==> config.mk <==
export PLATFORM = sky130hd
export DESIGN_NAME = m32k_front
export DESIGN_NICKNAME = d
export VERILOG_FILES = /design/src/m32k_pkg.sv /design/src/m32k_front.sv
export SDC_FILE = /design/constraint.sdc
export NUM_CORES = 2
export LEC_CHECK = 0
export BUFFER_PORTS_ARGS = -buffer_cell sky130_fd_sc_hd__buf_2
export CORE_MARGIN = 8
export CORE_UTILIZATION = 40
export CTS_CLUSTER_SIZE = 30
export DETAILED_ROUTE_END_ITERATION = 8
export PLACE_DENSITY_LB_ADDON = 0.15
export SYNTH_ARGS = -nofsm -noshare
export SYNTH_HDL_FRONTEND = slang
export SYNTH_SLANG_ARGS = --single-unit
==> constraint.sdc <==
create_clock -name clk -period 9 [get_ports clk]
set_input_delay 0 -clock clk [delete_from_list [all_inputs] [get_ports clk]]
set_output_delay 0 -clock clk [all_outputs]
set_load 0.005 [all_outputs]
==> src/m32k_pkg.sv <==
`timescale 1ns / 1ps
// ---------------------------------------------------------------------------
// m32k_pkg
// Shared types and constants for the Matern 3/2 kernel evaluator.
// ---------------------------------------------------------------------------
package m32k_pkg;

  // Default number of fraction bits of coordinates and lengthscales.
  localparam int FRAC_BITS_DEF = 16;

  // e^-1 in Q32.
  localparam logic [31:0] EXP_M1_Q32 = 32'd1580030169;

  // Taylor series length for exp(-frac).
  localparam logic [3:0] TAYLOR_TERMS = 4'd14;

  // Distances at or above this integer part give a kernel value of zero.
  localparam int T_LIMIT_INT = 32;

  // Kernel value of 1.0 in Q1.16.
  localparam logic [16:0] KVAL_ONE = 17'd65536;

  // One finished pair handed from the front to the back.
  typedef struct packed {
    logic [63:0] acc;
    logic        sat;
  } pair_t;

endpackage

==> src/m32k_front.sv <==
`timescale 1ns / 1ps
// ---------------------------------------------------------------------------
// m32k_front
// Accepts coordinate items and accumulates the saturating squared distance.
// ---------------------------------------------------------------------------
module m32k_front import m32k_pkg::*; #(
  parameter int FRAC_BITS = FRAC_BITS_DEF
) (
  input  logic        clk,
  input  logic        rst,
  input  logic        push,
  output logic        full,
  input  logic [31:0] coord_a,
  input  logic [31:0] coord_b,
  input  logic [23:0] inv_lengthscale,
  input  logic        last_dim,
  output logic        q_push,
  output pair_t       q_data,
  input  logic        q_full
);

  typedef enum logic [1:0] {S_IDLE, S_MUL, S_SQR, S_ACC} state_t;

  state_t      state;
  logic [32:0] mag;
  logic [23:0] inv;
  logic        last;
  logic [55:0] prod;
  logic [63:0] sq;
  logic [63:0] acc;
  logic        sat;
  logic        sq_sat;

  logic signed [32:0] diff;
  logic [55:0]        s_full;
  logic [64:0]        sum;
  logic [63:0]        acc_next;
  logic               sat_next;

  // Signed difference of the two coordinates and its magnitude.
  assign diff = {coord_a[31], coord_a} - {coord_b[31], coord_b};

  // Scaled difference, truncated to the coordinate format.
  assign s_full = prod >> FRAC_BITS;

  // Saturating accumulation of the squared term.
  assign sum      = {1'b0, acc} + {1'b0, sq};
  assign acc_next = sum[64] ? {64{1'b1}} : sum[63:0];
  assign sat_next = sat | sq_sat | sum[64];

  assign full   = (state != S_IDLE);
  assign q_push = (state == S_ACC) && last && !q_full;
  assign q_data = '{acc: acc_next, sat: sat_next};

  // Sequencer for one item: multiply, square, accumulate.
  always_ff @(posedge clk) begin
    if (rst) begin
      state <= S_IDLE;
      acc   <= '0;
      sat   <= 1'b0;
    end else begin
      unique case (state)
        S_IDLE: begin
          if (push) begin
            mag   <= diff[32] ? 33'(-diff) : 33'(diff);
            inv   <= inv_lengthscale;
            last  <= last_dim;
            state <= S_MUL;
          end
        end
        S_MUL: begin
          prod  <= 56'(mag[31:0] * inv);
          state <= S_SQR;
        end
        S_SQR: begin
          sq_sat <= |s_full[55:32];
          sq     <= (|s_full[55:32]) ? {64{1'b1}} : 64'(s_full[31:0] * s_full[31:0]);
          state  <= S_ACC;
        end
        S_ACC: begin
          if (!last) begin
            acc   <= acc_next;
            sat   <= sat_next;
            state <= S_IDLE;
          end else if (!q_full) begin
            acc   <= '0;
            sat   <= 1'b0;
            state <= S_IDLE;
          end
        end
        default: state <= S_IDLE;
      endcase
    end
  end

endmodule

==> results.yml <==
status:
  outcome: "completed"
synth:
  synth_edf_count: 162
  synth.largest_area_cell: "fa_1"
  synth_seq_cells: 229
  syn_avg_cell_area_sq_um: 9.21
  async_flop_share_pct: 0
  synth_top_area_share_pct: 43.7
  synth_area_leaders: "fa_1, ha_1, inv_1"
  ys.flop_type: "edfxtp_1"
  yosys_warnings: 0
  yosysSeqAreaShare_pct: 9.33
  syn-cell-area_sq_um: 66500
  synth_cell_type_count: 89
  synthesis.nets: 9342
  netlist_instances: 7223
route:
  via_count: 47200
  wl_um: 184000
  viasPerCell: 4.96
  drc: 0
  drt_pass1_iterations: 5
  drtIter0Drc: 2638
  antenna_left: 0
  drt-wirelength-per-cell_um: 19.3
finish:
  finalNonFillerCells: 9508
  syn2layout_area_growth_pct: 7.82
  antenna_cells: 0
  layout_commonest_cell: "inv_1"
  drive_gt1_share_pct: 5.93
  layout_common_cells: "inv_1, fa_1, nand2_1, ha_1, and2_1"
  nets: 9412
clock_tree:
  cts_buffers: 34
  clock-root-buffer: "clkbuf_16"
  htreeDepth: 2
  tritoncts: "done"
  clk_path_buf_depth: 3
  numClockSinks: 229
  clock_latency_ps: 600
  path_clk_slew_ps: 60
sta:
  fmax_mhz: 115
  fin_worst_skew_ps: 49.7
  finalCriticalPeriod_ps: 8690
  hold_viol: 0
  fin_crit_sh_pct: 96.6
  finalMaxSlewViolations: 0
  setup_tns_ps: 0
  setup_viol: 0
  holdWs_ps: 62.7
  slew_headroom_pct: 22.8
  max_slew.worst_pin.slew_ps: 1160
  rsz0062_at_grt: "false"
die:
  die_h_um: 424
  dieWidth_um: 424
  top_level_ports: 160
  rows: 149
  start_util_pct: 40.3
  core_area_sq_um: 165000
  die_area_sq_um: 180000
flow_run:
  maxCapViolations: 0
worst_setup_path:
  cpMostUsedCell: "fa_1"
  end_kind: "flop"
  cp_max_fo: 15
  crit_arrival_ps: 9000
  criticalPathCategory: "flop to flop"
  slowest_delay_ps: 710
  start_kind: "flop"
  slowest_stage: "edfxtp_1"
  cp_data_required_time_ps: 9310
grt:
  grt_pass1_wl_um: 295000
  grt_overflow_total: 0
  busiest_layer: "met2"
  grt_usage_pct: 20.6
  use_met2_pct: 33.8
  use_met1_pct: 29.3
  antenna_found_initial: 2
  first_global_vias: 52000
  grt_max_degree: 66
  met3_usage_pct: 2.85
placed_design:
  port_buffers: 159
  hpwl_um: 155000
  numPlacedInstances: 9411
  place.gp.congestion: 0.872
hold_path:
  hold_class: "input pin to flop"
[flip-flops by register name, summed over array words and instances (netlist names)]
signal / count
inv: 24
prod: 40
sq_sat: 1
last: 1
mag: 32
state: 2
sq: 64
acc: 64
sat: 1
[final timing paths]
check | depth (start not counted) | to | from | slack, ps
worst max-delay path | 28 | sq[61]$_SDFFCE_PP1P_ | prod[19]$_DFFE_PP_ | 310
worst min-delay path | 4 | mag[31]$_DFFE_PP_ | coord_a[31] | 60
worst min register to register | 2 | acc[61]$_SDFFE_PP0P_ | acc[61]$_SDFFE_PP0P_ | 460
worst max register to register | 28 | sq[61]$_SDFFCE_PP1P_ | prod[19]$_DFFE_PP_ | 310
[stage by stage]
stage          setup slack, ps  utilization, %  instance area [sq um]
4_1_cts                    223            43.4                  71700
5_1_grt                   8.06            43.5                  71700
3_5_place_dp              1.77            42.5                  70200
6_report                   309            43.5                  71700
3_3_place_gp               174            42.5                  70200
2_1_floorplan             1150               -                  66500
[layer usage]
metal	wire length (um)	vias up
li1	-	21900
met1	86800	23900
met2	83700	1185
met3	9680	202
met4	3700	0
met5	0	-
[Yosys cell counts (16+ instances only)]
| master | instances |
|---|---|
| a211oi_1 | 16 |
| a21o_1 | 113 |
| a21oi_1 | 198 |
| a22o_1 | 59 |
| a31o_2 | 17 |
| a31oi_1 | 21 |
| and2_1 | 512 |
| and3_1 | 21 |
| clkbuf_1 | 299 |
| dfxtp_1 | 67 |
| edfxtp_1 | 162 |
| fa_1 | 1452 |
| ha_1 | 574 |
| inv_1 | 1770 |
| nand2_1 | 977 |
| nand2b_1 | 31 |
| nand3_1 | 47 |
| nand4_1 | 36 |
| nor2_1 | 167 |
| nor2b_1 | 30 |
| nor3_1 | 25 |
| o211ai_1 | 23 |
| o21a_1 | 25 |
| o21ai_0 | 109 |
| o21bai_1 | 26 |
| o31ai_1 | 17 |
| xnor2_1 | 142 |
| xor2_1 | 92 |
[cells by family (layout without fill, tap and decap cells)]
group           count (synthesis)  in the layout  synth area share, %
compound gates                737            737                 7.56
xor+xnor                      234            234                 3.08
fa+ha+maj                    2026           2026                 54.5
buf+inv                      2085           2181                 11.8
mux                             8              8                0.126
simple gates                 1904           1904                 13.6
flops                         229            229                 9.33
[critical path: cells and delay by family (launching register included)]
kind                     cells  cell delay, ps
adder cells (fa/ha/maj)      9            4150
AO/OA/AOI/OAI               10            2500
flip-flops                   1             710
buffers and inverters        5             420
XOR/XNOR                     2             380
AND/OR/NAND/NOR              2             290
[area by class of cell]
type | count | area (sq um)
fill | 16300 | 93300
multi-input combinational | 4909 | 52500
inverter | 1772 | 6650
sequential | 229 | 6210
tap | 2189 | 2740
timing repair buffer | 347 | 2410
clock buffer | 40 | 893
clock inverter | 22 | 294
[repair_timing]
action | CTS | global route
pin swaps | 0 | 0
gates resized for setup | 1 | 2
hold buffers | 33 | 0
setup endpoints to repair | 1 | 4
buffers inserted | 0 | 2
hold endpoints to repair | 35 | 0
gates cloned | 0 | 0
Power is not shown: default switching activity piles up to over one toggle a cycle in this logic, so the estimate is an artifact.
