`config.mk`:
```
export PLATFORM = sky130hd
export DESIGN_NAME = m32k_queue
export DESIGN_NICKNAME = d
export VERILOG_FILES = /design/src/m32k_pkg.sv /design/src/m32k_queue.sv
export SDC_FILE = /design/constraint.sdc
export NUM_CORES = 1
export LEC_CHECK = 0
export BUFFER_PORTS_ARGS = -buffer_cell sky130_fd_sc_hd__buf_2
export CAP_MARGIN = 20
export CORE_ASPECT_RATIO = 0.8
export CORE_MARGIN = 5
export CORE_UTILIZATION = 45
export DETAILED_ROUTE_END_ITERATION = 8
export GPL_ROUTABILITY_DRIVEN = 1
export PLACE_DENSITY = 0.7
export SETUP_SLACK_MARGIN = 0.2
export SKIP_CTS_REPAIR_TIMING = 1
export SYNTH_ARGS = -nofsm -noshare
export SYNTH_HDL_FRONTEND = slang
export SYNTH_SLANG_ARGS = --single-unit
export TNS_END_PERCENT = 5
```
`constraint.sdc`:
```
create_clock -name clk -period 4.2 [get_ports clk]
set_input_delay 0.84 -clock clk [delete_from_list [all_inputs] [get_ports clk]]
set_output_delay 0.84 -clock clk [all_outputs]
set_load 0.05 [all_outputs]
```
`src/m32k_pkg.sv`:
```
`timescale 1ns / 1ps
// ---------------------------------------------------------------------------
// m32k_pkg
// Shared types and constants for the Matern 3/2 kernel evaluator.
// ---------------------------------------------------------------------------
package m32k_pkg;

  // Default number of fraction bits of coordinates and lengthscales.
  localparam int FRAC_BITS_DEF = 16;

  // e^-1 in Q32.
  localparam logic [31:0] EXP_M1_Q32 = 32'd1580030169;

  // Taylor series length for exp(-frac).
  localparam logic [3:0] TAYLOR_TERMS = 4'd14;

  // Distances at or above this integer part give a kernel value of zero.
  localparam int T_LIMIT_INT = 32;

  // Kernel value of 1.0 in Q1.16.
  localparam logic [16:0] KVAL_ONE = 17'd65536;

  // One finished pair handed from the front to the back.
  typedef struct packed {
    logic [63:0] acc;
    logic        sat;
  } pair_t;

endpackage

```
`src/m32k_queue.sv`:
```
`timescale 1ns / 1ps
// ---------------------------------------------------------------------------
// m32k_queue
// Two-entry queue of finished pair sums between front and back.
// ---------------------------------------------------------------------------
module m32k_queue import m32k_pkg::*; (
  input  logic  clk,
  input  logic  rst,
  input  logic  wr,
  input  pair_t wr_data,
  output logic  q_full,
  input  logic  rd,
  output pair_t rd_data,
  output logic  q_empty
);

  pair_t      mem [2];
  logic       wptr;
  logic       rptr;
  logic [1:0] count;

  assign q_full  = (count == 2'd2);
  assign q_empty = (count == 2'd0);
  assign rd_data = mem[rptr];

  // Storage write.
  always_ff @(posedge clk) begin
    if (wr && !q_full) begin
      mem[wptr] <= wr_data;
    end
  end

  // Pointers and fill count.
  always_ff @(posedge clk) begin
    if (rst) begin
      wptr  <= 1'b0;
      rptr  <= 1'b0;
      count <= '0;
    end else begin
      if (wr && !q_full) begin
        wptr <= ~wptr;
      end
      if (rd && !q_empty) begin
        rptr <= ~rptr;
      end
      count <= count + 2'(wr && !q_full) - 2'(rd && !q_empty);
    end
  end

endmodule

```
==> qor.yml, run 1 <==
timing:
  period_minus_slack_ns: 2.72
  slew_headroom_pct: 41.7
  rsz0062_at_grt: "false"
  fmax_ghz: 0.367
  fin_setup_tns_ns: 0
  finalCritPeriodShare_pct: 64.9
  tightest_slew_ns: 0.874
  slew_violations: 0
  clock_skew_ns: 0.00801
  hold_viol_final: 0
  setup_viol: 0
route:
  vias: 2563
  post-route-drc-count: 0
  firstDrtPassIters: 4
  wl_per_cell_um: 16.4
  drt_wl_total_um: 8780
  dr.first_iter.drc_count: 126
  via_per_inst: 4.77
  postRouteAntennaNets: 0
cts:
  cts_tree: "built"
  cts_buffer_depth: 2
  clock-sinks: 135
  cts-root-buf: "clkbuf_16"
  clk_latency_ns: 0.41
  cts.htree.levels: 4
  clk_pin_slew_ns: 0.05
  cts_inserted_buffers: 17
logic_synthesis:
  synth_top_area_share_pct: 79.0
  seq_area_frac_synth_pct: 81.1
  syn_nets: 300
  synth_warnings: 0
  avgSynthCellArea_sq_um: 21.6
  yosysUniqueCellTypes: 22
  synth_top_area_cell: "edfxtp_1"
  netlist_area_sq_um: 4940
  yosys-top-cells-area: "edfxtp_1, mux2_2, dfxtp_1"
  synth_seq_cells: 135
  synth_cells: 229
die:
  initial_core_util_pct: 45.7
  core-area_sq_um: 10800
  fp.dieH_um: 104
  die-area_sq_um: 13200
  pin_count: 136
  chipWidth_um: 127
  row_count: 34
cells_and_area:
  fillers: 829
  syn_to_final_growth_pct: 29.5
  antenna_cells: 0
  final_cell_mix: "buf_2, edfxtp_1, mux2_2, clkbuf_16"
  nNetsFinal: 451
  multi_input_area_sq_um: 851
  ff_latch_area_sq_um: 4010
  final_layout_size_suffix_gt1_share_pct: 60.6
  final_common_cell: "buf_2"
outcome:
  status: "complete, no violations"
global_routing:
  grt_overflow: 0
  grt.total_usage_pct: 13.9
  grt_antenna_before_repair: 0
  grt_first_pass_wirelength_um: 13600
  first_global_vias: 2683
  grt_max_degree: 66
worst_setup_path:
  worstPathMaxFanout: 54
  path_class: "reg -> out"
  critPathCaptureType: "primary output"
  start_kind: "register"
  arrival_ns: 1.88
  worst_ep_required_time_ns: 3.36
power_and_ir_drop:
  peakVddDrop_mv: 0.461
  power_density_nw_per_um2: 775
  power_mw: 4.96
  p_leak_nw: 2.43
hold_path:
  hold_class: "reg -> reg"
place:
  dp_hpwl_um: 5640
  placement.io_buffers: 135
  routabilityCongestion: 0.737
job:
  maxCapViolCount: 0
==> metrics by stage <==
stage / hold WS (ns) / worst slack (ns) / std cells / instance area (sq um) / util (%)
6_report: 0.493 / 1.48 / 537 / 6390 / 59.2
5_1_grt: 0.536 / 1.38 / 537 / 6390 / 59.2
4_1_cts: 0.498 / 1.42 / 537 / 6390 / 59.2
3_5_place_dp: 0.489 / 1.72 / 505 / 5780 / 53.5
3_3_place_gp: 0.474 / 1.76 / 505 / 5780 / 53.5
2_1_floorplan: 0.451 / 1.28 / 229 / 4940 / -
==> layer usage <==
metal / vias up / wire length [um] / GRT usage, %
li1: 1199 / - / -
met1: 1251 / 3840 / 17.3
met2: 98 / 4090 / 21.1
met3: 15 / 676 / 5.92
met4: 0 / 180 / 6.20
met5: - / 0 / 0
==> Yosys cell counts <==
cell type,instances
nor3_1,1
a21oi_1,1
o21ai_0,1
xor2_1,1
and3_2,1
nand2b_2,1
and2_1,1
nor2b_1,1
nand2_1,1
buf_2,1
nor2_1,4
buf_4,1
inv_1,3
inv_2,1
ha_1,2
xnor2_1,1
dfxtp_1,5
edfxtp_1,130
or3_1,1
buf_6,5
o21a_1,1
mux2_2,65
==> cell families after synthesis <==
group                      share of synthesized area (%)
muxes                                               14.8
AOI/OAI and AO/OA                                  0.355
adders and majority gates                          0.507
xor gates and xnor gates                           0.355
DFF                                                 81.1
and+or+nand+nor                                     1.19
buffers and inverters                               1.70
==> state kept, by name, summed over array words and instances (netlist names), named ones only <==
signal and flops:
rptr 1, wptr 1, mem 130, count 2
==> worst max-delay path: stages, from the launching register on <==
cell     delay, ns
dfxtp_2       0.51
buf_12        0.34
mux2_2        0.40
buf_2         0.22
==> power breakdown <==
group	leakage, nW	total, mW	switching, mW	internal (mW)
Clock	0.294	1.51	0.520	0.989
Sequential	1.26	1.78	0.0640	1.72
Combinational	0.877	1.67	1.21	0.461
Total	2.43	4.96	1.79	3.17
==> final cells by class <==
| class | instances | area share, % |
|---|---|---|
| Tap cell | 144 | 2.82 |
| Timing Repair Buffer | 139 | 11.4 |
| Multi-Input combinational cell | 83 | 13.3 |
| Clock inverter | 13 | 2.82 |
| Inverter | 4 | 0.235 |
| Sequential cell | 135 | 62.6 |
| Clock buffer | 19 | 6.77 |
==> worst paths after layout <==
check             cells after the start           to  slack (ns)  startpoint
hold reg to reg                       2         wptr        0.49        wptr
setup / recovery                      3  rd_data[57]        1.48    register
setup reg to reg                      3   mem[1][31]        2.21    count[0]
hold / removal                        2         wptr        0.49        wptr
Power figures use the tool's default switching activity.
==> run 2: changes to the inputs <==
Settings changed: ABC_AREA set to 1.
Clock period 4.2 ns to 2.8 ns, I/O delays scaled along.
==> run 2 against run 1 <==
Net effect:
- area after synthesis up 4.2%
- hold slack worse by 0.17 ns
- design area up 3.6%
- non-clock buffer count up 5
- critical endpoint is now rd_data[0]
- highest routed layer is now met5
- critical path type unchanged
==> qor.yml, run 2 <==
power_and_ir_drop:
  power_mw: 7.17
  p_sw_share_pct: 35.4
  intPower_mw: 4.63
  power_frac_seq_pct: 37.2
  combinationalPowerShare_pct: 33.7
  p_leak_nw: 2.63
  p_clk_share_pct: 29.1
  power_density_nw_per_um2: 1080
  p_switching_mw: 2.54
  peakVddDrop_mv: 0.663
die:
  row_count: 35
  core-area_sq_um: 11300
  fp.dieH_um: 106
  pin_count: 136
  die-area_sq_um: 13700
  chipWidth_um: 130
  initial_core_util_pct: 45.4
route:
  via_per_inst: 4.69
  firstDrtPassIters: 4
  drt_wl_total_um: 9120
  dr.first_iter.drc_count: 163
  post-route-drc-count: 0
  vias: 2618
  postRouteAntennaNets: 0
  wl_per_cell_um: 16.3
logic_synthesis:
  seq_area_frac_synth_pct: 77.8
  synth_cells: 241
  syn_nets: 312
  avgSynthCellArea_sq_um: 21.4
  async_flop_share_pct: 0
  synth_seq_cells: 135
  synth_edf_count: 130
  synth_top_area_cell: "edfxtp_1"
  netlist_area_sq_um: 5150
  yosysUniqueCellTypes: 12
  yosysMostFrequentCell: "edfxtp_1"
  synth_top_area_share_pct: 75.8
  synth_ff_type: "edfxtp_1"
  synth_warnings: 0
  yosys-top-cells-area: "edfxtp_1, mux2_4, mux2_2"
  synthTopCellsByCount: "edfxtp_1, mux2_4, mux2_2"
worst_setup_path:
  crit_chain: "buf_4 -> mux2_2 -> buf_2"
  arrival_ns: 1.79
  reg2reg_from: "count[0]"
  worst_ep_required_time_ns: 2.24
  cp_slowest_stage_delay_ns: 0.49
  worstPathMaxFanout: 14
  path_class: "reg -> out"
  start_kind: "register"
  critPathSlowestCell: "dfxtp_4"
  critPathCaptureType: "primary output"
cells_and_area:
  nNetsFinal: 468
  syn_to_final_growth_pct: 28.7
  postLayoutCoreUtil_pct: 58.4
  regMostFlops: "mem"
  final_common_cell: "buf_2"
  fillers: 860
  final_cell_mix: "buf_2, edfxtp_1, mux2_4, clkbuf_16, mux2_2"
  final_layout_size_suffix_gt1_share_pct: 58.5
  antenna_cells: 0
  largest_register_ffs: 130
  top_regs: "mem x130, count x2"
cts:
  cts.htree.levels: 4
  cts_inserted_buffers: 17
  cts_buffer_depth: 2
  cts_tree: "built"
  cts-root-buf: "clkbuf_16"
  clk_latency_ns: 0.40
  clk_pin_slew_ns: 0.05
  clock-sinks: 135
global_routing:
  first_global_vias: 2807
  grt_overflow: 0
  grt.total_usage_pct: 13.9
  grt_first_pass_wirelength_um: 14200
  grt_antenna_before_repair: 1
  grt_max_degree: 39
outcome:
  status: "complete, no violations"
place:
  placement.io_buffers: 135
  routabilityCongestion: 0.728
  dp_hpwl_um: 6340
timing:
  rsz0062_at_grt: "false"
  period_minus_slack_ns: 2.35
  hold_viol_final: 0
  fmax_ghz: 0.426
  slew_headroom_pct: 57.1
  finalCritPeriodShare_pct: 83.9
  tightest_slew_ns: 0.643
  setup_viol: 0
  clock_skew_ns: 0.00527
  slew_violations: 0
  fin_setup_tns_ns: 0
job:
  maxCapViolCount: 0
hold_path:
  hp-start: "rst"
  hold_class: "in -> reg"
run 2: cell count changes after synthesis, moves of 3 or more:
cell,change
nand2_1,+7
mux2_4,+50
mux2_2,-50
nand3_1,+3
nor2_1,+5
inv_1,+7
run 2: per-layer routing:
| metal | vias up | routed length [um] | share of wire (%) | track usage (%) |
|---|---|---|---|---|
| met5 | - | 11 | 0.12 | 0 |
| met1 | 1256 | 3880 | 43 | 16.0 |
| met4 | 2 | 132 | 1.4 | 5.49 |
| met3 | 15 | 910 | 10 | 6.99 |
| li1 | 1244 | - | - | - |
| met2 | 101 | 4180 | 46 | 21.9 |
run 2: area by class of cell:
class | instances | area [sq um] | area share (%)
timing repair buffer | 144 | 788 | 11.9
clock inverter | 13 | 133 | 2.00
sequential | 135 | 4010 | 60.5
multi-input combinational | 89 | 1040 | 15.7
inverter | 10 | 37.5 | 0.567
clock buffer | 19 | 433 | 6.53
tap | 148 | 185 | 2.80
run 2: kinds of logic after synthesis:
kind of cell             share of synthesized area [%]
AO/OA/AOI/OAI                                    0.194
flip-flops                                        77.8
buffers and inverters                             2.14
adder cells (fa/ha/maj)                          0.486
AND/OR/NAND/NOR                                   1.53
multiplexers                                      17.9
run 2: final timing paths:
check | endpoint | slack, ns | depth (start not counted)
setup / recovery | rd_data[0] | 0.45 | 3
hold / removal | count[0] | 0.32 | 2
setup reg to reg | mem[1][43] | 1.05 | 5
hold reg to reg | rptr | 0.52 | 2
run 2: stage by stage:
step,area [sq um],instances,hold slack [ns],setup WS (ns)
final,6630,558,0.323,0.452
after global routing,6630,558,0.304,0.371
after CTS,6610,557,0.305,0.232
after detailed placement,6040,525,0.516,0.672
after global placement,6040,525,0.497,0.703
after floorplan,5150,241,0.467,0.455
run 2: power groups by stage:
stage,Clock [mW],Sequential (mW),Combinational [mW]
finish,2.09,2.67,2.42
CTS,2.14,2.70,2.41
detailed placement,0,2.74,2.40
global route,2.24,2.70,2.54
floorplan,0,2.67,1.97
global placement,0,2.73,2.38
run 2: critical path, delay by kind of cell, from the launching register on:
family | cells | cell delay (ns)
buffers and inverters | 2 | 0.52
DFF | 1 | 0.49
muxes | 1 | 0.36
==> run 3: changes to the inputs <==
Settings changed: PLACE_DENSITY 0.7 to 0.73.
Clock period 2.8 ns to 2 ns, I/O delays scaled along.
==> run 3 against run 2 <==
Net effect:
- global-route usage decreased by 0.43 points
- via count is 4.0% higher
- clock skew rose by 0.0018 ns
- count of clock-buffer cells in the layout is 2 lower
- sequential power increased by 39%
- critical path type unchanged
==> qor.yml, run 3 (synthesized netlist as in run 2, its figures left out) <==
outcome:
  status: "complete, no violations"
cts:
  cts-root-buf: "clkbuf_16"
  clock-sinks: 135
  cts.htree.levels: 4
  clk_latency_ns: 0.40
  cts_tree: "built"
  clk_pin_slew_ns: 0.05
  cts_buffer_depth: 2
  cts_inserted_buffers: 17
timing:
  period_minus_slack_ns: 1.96
  slew_headroom_pct: 73.6
  clock_skew_ns: 0.00711
  tightest_slew_ns: 0.396
  setup_viol: 0
  finalCritPeriodShare_pct: 98.0
  rsz0062_at_grt: "true"
  fin_setup_tns_ns: 0
  slew_violations: 0
  fmax_ghz: 0.510
  hold_viol_final: 0
global_routing:
  grt_util_met1_pct: 16.4
  grt_use_met2_pct: 21.2
  grt.busiest_layer: "met2"
  grt_antenna_before_repair: 1
  met3_usage_pct: 5.42
  grt_overflow: 0
  first_global_vias: 2806
  grt.total_usage_pct: 13.4
  grt_first_pass_wirelength_um: 13800
  grt_max_degree: 38
worst_setup_path:
  crit_chain: "buf_4 -> clkbuf_16 -> mux2_2 -> buf_4"
  r2r_slack_ns: 0.41
  worst_ep_required_time_ns: 1.60
  path_class: "reg -> out"
  reg2reg_from: "count[0]"
  worstPathMaxFanout: 7
  critPathBufInv: 3
  start_kind: "register"
  cp_slowest_stage_delay_ns: 0.37
  critPathMostFrequentCell: "buf_4"
  critPathCaptureType: "primary output"
  critPathTopFamily: "buffers and inverters"
  rr_endpoint: "count[1]"
  critPathSlowestCell: "dfxtp_4"
  arrival_ns: 1.56
  r2r_cells: 10
cells_and_area:
  antenna_cells: 0
  nNetsFinal: 478
  final_cell_mix: "edfxtp_1, buf_2, mux2_4, buf_6, clkbuf_16"
  postLayoutCoreUtil_pct: 64.4
  regMostFlops: "mem"
  final_common_cell: "edfxtp_1"
  final_layout_size_suffix_gt1_share_pct: 61.0
  largest_register_ffs: 130
  top_regs: "mem x130, count x2"
  syn_to_final_growth_pct: 41.9
power_and_ir_drop:
  power_density_nw_per_um2: 1530
  power_mw: 11.2
  combinationalPowerShare_pct: 39.4
  power_frac_seq_pct: 33.3
  p_leak_nw: 2.92
  p_switching_mw: 3.79
  p_clk_share_pct: 27.2
  intPower_mw: 7.36
  peakVddDrop_mv: 0.996
  p_sw_share_pct: 34.0
route:
  drt_wl_total_um: 10300
  post-route-drc-count: 0
  via_per_inst: 4.79
  wl_per_cell_um: 18.1
  vias: 2723
  dr.first_iter.drc_count: 160
  firstDrtPassIters: 4
  postRouteAntennaNets: 0
job:
  maxCapViolCount: 0
hold_path:
  hold_end: "count[0]"
  hp-start: "rst"
  min_path_cells: 2
  hold_class: "in -> reg"
place:
  routabilityCongestion: 0.754
  placement.io_buffers: 135
  dp_hpwl_um: 6070
die:
  initial_core_util_pct: 45.4
  die-area_sq_um: 13700
  pin_count: 136
  core-area_sq_um: 11300
  row_count: 35
  fp.dieH_um: 106
  chipWidth_um: 130
-- run 3: changes by cell type in the layout (fill, tap and decap cells not counted), sizes merged --
cell	change
buf	+4
bufinv	+1
clkbuf	+4
clkinv	+4
clkinvlp	-3
-- run 3: area by class of cell --
type / count / area (sq um)
clock buffer: 17 / 425
multi-input combinational: 89 / 1080
tap: 148 / 185
clock inverter: 15 / 160
timing repair buffer: 154 / 1410
inverter: 10 / 41.3
sequential: 135 / 4010
fill: 785 / 4040
-- run 3: routing by layer --
metal  up-vias  wire length [um]
met5         -                 7
met4         2               139
met3        15               741
met2        98              5050
met1      1342              4320
li1       1266                 -
-- run 3: how the worst max path moves through the flow --
stage | end | slack [ns] | cells past startpoint | start
after floorplan | mem[0][0] | 0.08 | 4 | count[0]
after global placement | rd_data[64] | 0.38 | 3 | register
after detailed placement | rd_data[64] | 0.38 | 3 | register
after CTS | rd_data[64] | -0.06 | 3 | register
after global routing | rd_data[4] | -0.01 | 4 | register
final | rd_data[4] | 0.04 | 4 | register
-- run 3: power by group through the flow --
stage                     Combinational (mW)  Sequential, mW  Clock [mW]
after detailed placement                3.44            3.78           0
after global placement                  3.41            3.75           0
after floorplan                         2.78            3.74           0
after CTS                               3.45            3.72        3.11
after global routing                    4.58            3.75        3.26
final                                   4.40            3.72        3.04
-- run 3: metrics by stage --
step                cells  area, sq um  hold slack (ns)  setup slack, ns
global placement      523         6050            0.491            0.381
global route          568         7300            0.135          -0.0102
floorplan             241         5170            0.464           0.0820
detailed placement    523         6050            0.502            0.379
finish                568         7300            0.158           0.0404
CTS                   555         6640            0.133          -0.0625
